**src/hdl/atss_pkg.sv**
```systemverilog
// atss_pkg: shared types, constants and command codes of the span sampler
// used by atss_ctrl, atss_dpath and the top level of the affine texture span sampler
// no dependencies
`default_nettype none

package atss_pkg;

  // defaults for the top level parameters
  localparam int TEX_DIM_DEF   = 64;
  localparam int MAX_SPAN_DEF  = 64;
  localparam int FRAC_BITS_DEF = 16;

  // fixed field widths
  localparam int COEF_W    = 32;
  localparam int ACC_W     = 48;
  localparam int CFG_IDX_W = 3;
  localparam int CFG_W     = 32;
  localparam int DIMREG_W  = 7;
  localparam int POS_W     = 12;
  localparam int CNT_IN_W  = 7;
  localparam int CTR_W     = POS_W + 1;        // 2*pos+1
  localparam int PROD_W    = COEF_W + CTR_W + 1;

  // configuration register indexes
  localparam logic [CFG_IDX_W-1:0] REG_SX = 3'd0;
  localparam logic [CFG_IDX_W-1:0] REG_KX = 3'd1;
  localparam logic [CFG_IDX_W-1:0] REG_TX = 3'd2;
  localparam logic [CFG_IDX_W-1:0] REG_KY = 3'd3;
  localparam logic [CFG_IDX_W-1:0] REG_SY = 3'd4;
  localparam logic [CFG_IDX_W-1:0] REG_TY = 3'd5;
  localparam logic [CFG_IDX_W-1:0] REG_TW = 3'd6;
  localparam logic [CFG_IDX_W-1:0] REG_TH = 3'd7;

  // request modes
  localparam logic MODE_WRITE = 1'b0;
  localparam logic MODE_SHADE = 1'b1;

  // multiplier operand selection during setup
  localparam logic [1:0] MUL_SX_CX = 2'd0;
  localparam logic [1:0] MUL_KX_CY = 2'd1;
  localparam logic [1:0] MUL_KY_CX = 2'd2;
  localparam logic [1:0] MUL_SY_CY = 2'd3;

  typedef struct packed {
    logic               mode;
    logic [POS_W-1:0]   dev_x;
    logic [POS_W-1:0]   dev_y;
    logic [CNT_IN_W-1:0] span_count;
    logic [POS_W-1:0]   texel_index;
    logic [31:0]        texel_value;
  } in_req_t;

  typedef struct packed {
    logic [31:0] pixel;
    logic        last;
  } out_rsp_t;

  // controller to datapath commands
  typedef struct packed {
    logic       wr_en;    // store one texel from the request
    logic       load;     // capture pixel center, preset accumulators
    logic       mul_en;   // register one setup product
    logic [1:0] mul_sel;
    logic       add_en;   // fold product register into an accumulator
    logic       add_v;    // 1: into v, 0: into u
    logic       issue;    // fetch texel at current u,v and step
  } dp_cmd_t;

endpackage : atss_pkg

`default_nettype wire

```
**src/hdl/atss_ctrl.sv**
```systemverilog
// atss_ctrl: request sequencing state machine of the span sampler
// depends on atss_pkg; drives atss_dpath through dp_cmd_t
`default_nettype none

module atss_ctrl
  import atss_pkg::*;
#(
  parameter int MAX_SPAN = MAX_SPAN_DEF
) (
  input  wire logic                clk,
  input  wire logic                rst_n,
  input  wire logic                start,
  input  wire logic                mode,
  input  wire logic [CNT_IN_W-1:0] span_count,
  output      logic                busy,
  output      dp_cmd_t             cmd,
  output      logic                out_valid,
  output      logic                out_last
);

  localparam int CNT_W = $clog2(MAX_SPAN + 1);

  typedef enum logic [3:0] {
    ST_IDLE = 4'b0001,
    ST_MUL  = 4'b0010,
    ST_TAIL = 4'b0100,
    ST_SPAN = 4'b1000
  } state_t;

  state_t           state_r, state_nxt;
  logic [1:0]       step_r, step_nxt;
  logic [CNT_W-1:0] cnt_r, cnt_nxt;
  logic             valid_r, valid_nxt;
  logic             last_r, last_nxt;
  logic [CNT_W-1:0] cnt_sat;
  logic             accept;

  assign accept = start && (state_r == ST_IDLE);
  assign busy   = (state_r != ST_IDLE);

  always_comb begin
    if (span_count > CNT_IN_W'(MAX_SPAN)) begin
      cnt_sat = CNT_W'(MAX_SPAN);
    end else begin
      cnt_sat = CNT_W'(span_count);
    end
  end

  always_comb begin
    state_nxt = state_r;
    step_nxt  = step_r;
    cnt_nxt   = cnt_r;
    valid_nxt = 1'b0;
    last_nxt  = 1'b0;
    cmd       = '0;
    case (state_r)
      ST_IDLE: begin
        if (accept) begin
          if (mode == MODE_WRITE) begin
            cmd.wr_en = 1'b1;
          end else begin
            cmd.load = 1'b1;
            cnt_nxt  = cnt_sat;
            step_nxt = MUL_SX_CX;
            // an empty span gives nothing
            if (cnt_sat != '0) begin
              state_nxt = ST_MUL;
            end
          end
        end
      end
      ST_MUL: begin
        cmd.mul_en  = 1'b1;
        cmd.mul_sel = step_r;
        // product of the previous step lands now
        cmd.add_en  = (step_r != MUL_SX_CX);
        cmd.add_v   = (step_r == MUL_SY_CY);
        step_nxt    = step_r + 2'd1;
        if (step_r == MUL_SY_CY) begin
          state_nxt = ST_TAIL;
        end
      end
      ST_TAIL: begin
        cmd.add_en = 1'b1;
        cmd.add_v  = 1'b1;
        state_nxt  = ST_SPAN;
      end
      ST_SPAN: begin
        cmd.issue = 1'b1;
        valid_nxt = 1'b1;
        last_nxt  = (cnt_r == CNT_W'(1));
        cnt_nxt   = cnt_r - CNT_W'(1);
        if (cnt_r == CNT_W'(1)) begin
          state_nxt = ST_IDLE;
        end
      end
      default: begin
        state_nxt = ST_IDLE;
      end
    endcase
  end

  always_ff @(posedge clk) begin
    if (!rst_n) begin
      state_r <= ST_IDLE;
      valid_r <= 1'b0;
    end else begin
      state_r <= state_nxt;
      valid_r <= valid_nxt;
    end
  end

  always_ff @(posedge clk) begin
    step_r <= step_nxt;
    cnt_r  <= cnt_nxt;
    last_r <= last_nxt;
  end

  assign out_valid = valid_r;
  assign out_last  = last_r;

endmodule : atss_ctrl

`default_nettype wire

```
**config.mk**
```make
export PLATFORM = sky130hd
export DESIGN_NAME = atss_ctrl
export DESIGN_NICKNAME = d
export VERILOG_FILES = /design/src/hdl/atss_pkg.sv /design/src/hdl/atss_ctrl.sv
export SDC_FILE = /design/constraint.sdc
export NUM_CORES = 1
export LEC_CHECK = 0
export ABC_AREA = 1
export BUFFER_PORTS_ARGS = -buffer_cell sky130_fd_sc_hd__buf_2
export CAP_MARGIN = 15
export CORE_ASPECT_RATIO = 1.25
export CORE_MARGIN = 2
export CORE_UTILIZATION = 40
export CTS_CLUSTER_SIZE = 28
export DETAILED_ROUTE_END_ITERATION = 6
export MAX_ROUTING_LAYER = met4
export RECOVER_POWER = 100
export SETUP_SLACK_MARGIN = 0.4
export SLEW_MARGIN = 30
export SYNTH_ARGS = -nofsm -noshare
export SYNTH_HDL_FRONTEND = slang
export SYNTH_SLANG_ARGS = --single-unit
```
**constraint.sdc**
```tcl
create_clock -name clk -period 1.5 [get_ports clk]
set_clock_uncertainty 0.05 [all_clocks]
set_input_delay 0.15 -clock clk [delete_from_list [all_inputs] [get_ports clk]]
set_output_delay 0.15 -clock clk [all_outputs]
set_load 0.02 [all_outputs]
```
==> flow_summary_export.csv <==
group,metric,value,unit
floorplan,coreArea,2235,um2
worst_setup_path,crit_required,1.30,ns
placed_design,place_area,1186,um2
route,viasPerCell,4.812,
route,drt.antenna.violating_nets,0,
floorplan,initial_utilization,0.4244,
outcome,status,"completed",
worst_setup_path,setup.worst_path.class,"reg2out",
worst_setup_path,slowest_delay,0.34,ns
grt,grt_pass1_vias,1029,
route,wire_per_inst,12.98,um
worst_setup_path,crit_fanout,3,
logic_synthesis,synth_enable_flop_cells,9,
worst_setup_path,cp.arrival,1.28,ns
logic_synthesis,ys_warn_count,0,
finish,nets,192,
power_and_ir_drop,total_power,1.534,mW
timing,hold_viol,0,
placed_design,portBuffers,21,
grt,grt_max_degree,10,
logic_synthesis,syn_area,948.4,um2
finish,fin_area,1595,um2
logic_synthesis,yosys.cell_types.count,25,
finish,drive_gt1_frac,0.5795,
route,first_pass_iters,5,
worst_setup_path,cpMaxStageDelayCell,"dfxtp_2",
floorplan,row_count,19,
worst_setup_path,regToRegStartpoint,"state_r[2]$_SDFFE_PN0P_",
power_and_ir_drop,power_density,961.8,nW/um2
power_and_ir_drop,vdd_ir_drop_max,0.7920,mV
min_path,hold_path_depth,3,
logic_synthesis,synth-seq-area-share,0.4116,
placed_design,dp_hpwl,1663,um
logic_synthesis,syn_area_per_cell,7.587,um2
worst_setup_path,cp_common_cell,"nor2_4",
worst_setup_path,rrSetupSlack,0.04,ns
logic_synthesis,ys.flop_type,"edfxtp_1",
route,vias,996,
floorplan,die_area,2779,um2
worst_setup_path,worst-path-buf-inv,2,
grt,grt_pass1_wl,4319,um
timing,maxSlewHeadroom,0.7841,
worst_setup_path,cp.depth,6,
cts,insertion_delay,0.29,ns
logic_synthesis,syn-num-nets,140,
worst_setup_path,end_kind,"primary output",
logic_synthesis,synthCells,125,
timing,setup_viol,0,
cts,cts_sinks,15,
cts,clock-root-buffer,"clkbuf_4",
worst_setup_path,critical_path.top_delay_family,"simple AND/OR/NAND/NOR gates",
timing,rsz0062_at_grt,"true",
timing,tightest_slew,0.3204,ns
route,drt-total-wl,2686,um
cts,htreeDepth,1,
route,drc,0,
cts,clk_pin_slew_worst_paths,0.09,ns
grt,antenna_found_initial,0,
worst_setup_path,startpoint_type,"flop",
route,drtIter0Drc,14,
floorplan,pin_count,22,
cts,cts_tree,"built",
timing,fin_crit,1.478,ns
timing,period_share,0.9851,
finish,area_delta_synth_final,68.21,%
worst_setup_path,worstPathCellList,"nor2_4 > nand3_4 > nor2_4 > inv_2 > nor2_4 > buf_6",
logic_synthesis,ys_ff_latch,15,
logic_synthesis,async_reset_ff_frac,0,
floorplan,die_h,58.44,um
floorplan,die_x,47.55,um
timing,slew_violations,0,
finish,antenna_cells,0,
min_path,hold_end,"state_r[1]$_SDFFE_PN0P_",
grt,track_usage,0.2189,
cts,clockBufferDepth,2,
worst_setup_path,r2r_end,"state_r[1]$_SDFFE_PN0P_",
min_path,holdCritPathClass,"in2reg",
min_path,min-delay-start,"rst_n",
timing,fmax,676.8,MHz
grt,grt_overflow,0,
placed_design,routabilityCongestion,0.8490,
worst_setup_path,rr_worst_depth,10,
cts,cts_inserted_buffers,3,
power_and_ir_drop,cellLeakagePower,0.7286,nW
run,drv_cap,0,
cell families (layout without fill, tap and decap cells):
logic type,Yosys count,after routing,share of synthesized area
buffers and inverters,25,75,0.1055
and+or+nand+nor,62,63,0.3074
AOI/OAI and AO/OA,15,15,0.08575
adders and majority gates,4,4,0.05277
DFF,15,15,0.4116
xor gates and xnor gates,4,4,0.03695
layout make-up:
type	count	area, um2
well taps	31	38.79
flip-flops and latches	15	402.9
inverters	24	100.1
repair buffers	47	370.4
clock inverters	1	5.005
fillers	199	639.4
clock buffers	3	22.52
multi-input cells	86	655.6
placed cells by master, fill, tap and decap left out, types with 2 or more instances in the layout:
cell | Yosys | final
o21ai_2 | 0 | 3
nor2_2 | 3 | 3
ha_2 | 0 | 2
edfxtp_1 | 9 | 9
inv_2 | 3 | 10
nand2_2 | 2 | 4
ha_4 | 0 | 2
clkbuf_4 | 0 | 4
nor2_4 | 1 | 9
clkbuf_1 | 0 | 2
o21ai_0 | 10 | 2
dfxtp_1 | 6 | 2
nand3_4 | 1 | 2
nand2_1 | 21 | 17
dfxtp_4 | 0 | 3
buf_2 | 0 | 10
nor2_1 | 24 | 16
buf_4 | 1 | 19
buf_6 | 0 | 14
inv_4 | 1 | 2
nand4_1 | 3 | 3
xor2_1 | 3 | 3
o21ai_1 | 0 | 4
a21oi_1 | 3 | 2
inv_1 | 20 | 11
nand2_4 | 0 | 3
cells in the mapped netlist, drive strengths merged (2+ instances only):
| cell | n | area, um2 |
|---|---|---|
| edfxtp | 9 | 270.3 |
| nand2 | 23 | 91.34 |
| o21ai | 10 | 50.05 |
| xor2 | 3 | 26.28 |
| inv | 24 | 92.59 |
| ha | 4 | 50.05 |
| nand4 | 3 | 18.77 |
| nand3 | 4 | 37.54 |
| dfxtp | 6 | 120.1 |
| nor3 | 2 | 10.01 |
| a21oi | 3 | 15.01 |
| nor2 | 28 | 120.1 |
power by group:
part	total [mW]	internal (mW)	switching, mW
clock	0.238	0.0990	0.139
combinational	0.710	0.327	0.383
sequential	0.586	0.514	0.0725
how the worst max path moves through the flow:
stage / from / endpoint / slack (ns)
final: state_r[2]$_SDFFE_PN0P_ / cmd[6] / 0.02
after global routing: state_r[2]$_SDFFE_PN0P_ / cmd[6] / -0.07
after CTS: state_r[3]$_SDFFE_PN0P_ / cmd[6] / -0.01
after detailed placement: cnt_r[1]$_DFFE_PP_ / cnt_r[6]$_DFFE_PP_ / 0.03
after global placement: cnt_r[1]$_DFFE_PP_ / cnt_r[4]$_DFFE_PP_ / 0.07
after floorplan: cnt_r[0]$_DFFE_PP_ / cnt_r[6]$_DFFE_PP_ / 0.08
stage by stage:
stage | utilization | std cells | TNS [ns] | setup WS (ns) | hold WS [ns]
floorplan | - | 125 | 0 | 0.08339 | 0.2418
global placement | 0.5308 | 177 | 0 | 0.06850 | 0.3600
detailed placement | 0.5308 | 177 | 0 | 0.02841 | 0.3500
CTS | 0.6842 | 203 | -0.02200 | -0.01275 | 0.04139
global route | 0.7139 | 207 | -0.3000 | -0.06730 | 0.06715
finish | 0.7139 | 207 | 0 | 0.02235 | 0.06690
layer usage:
layer	up-vias	global-route usage	wire (um)
met3	8	0.03067	104
met2	31	0.3900	1549
met5	-	-	0
met4	0	0.06178	48
met1	458	0.2447	983
li1	499	-	-
sequential cells by signal, indices dropped and copies added, names as in the netlist:
name	flops
out_valid	1
cnt_r	7
step_r	2
state_r	4
out_last	1
tightest hold or removal path: cells and delay by family:
family	cells	cell delay (ns)
buffers and inverters	2	0.14
AOI/OAI and AO/OA	1	0.08
timing repair:
item,in CTS,in global routing
cloned,1,0
setup buffers,21,4
pin swaps,17,10
hold buffers,0,0
setup endpoints to repair,31,32
resized for setup,48,17
Power figures use the tool's default switching activity.
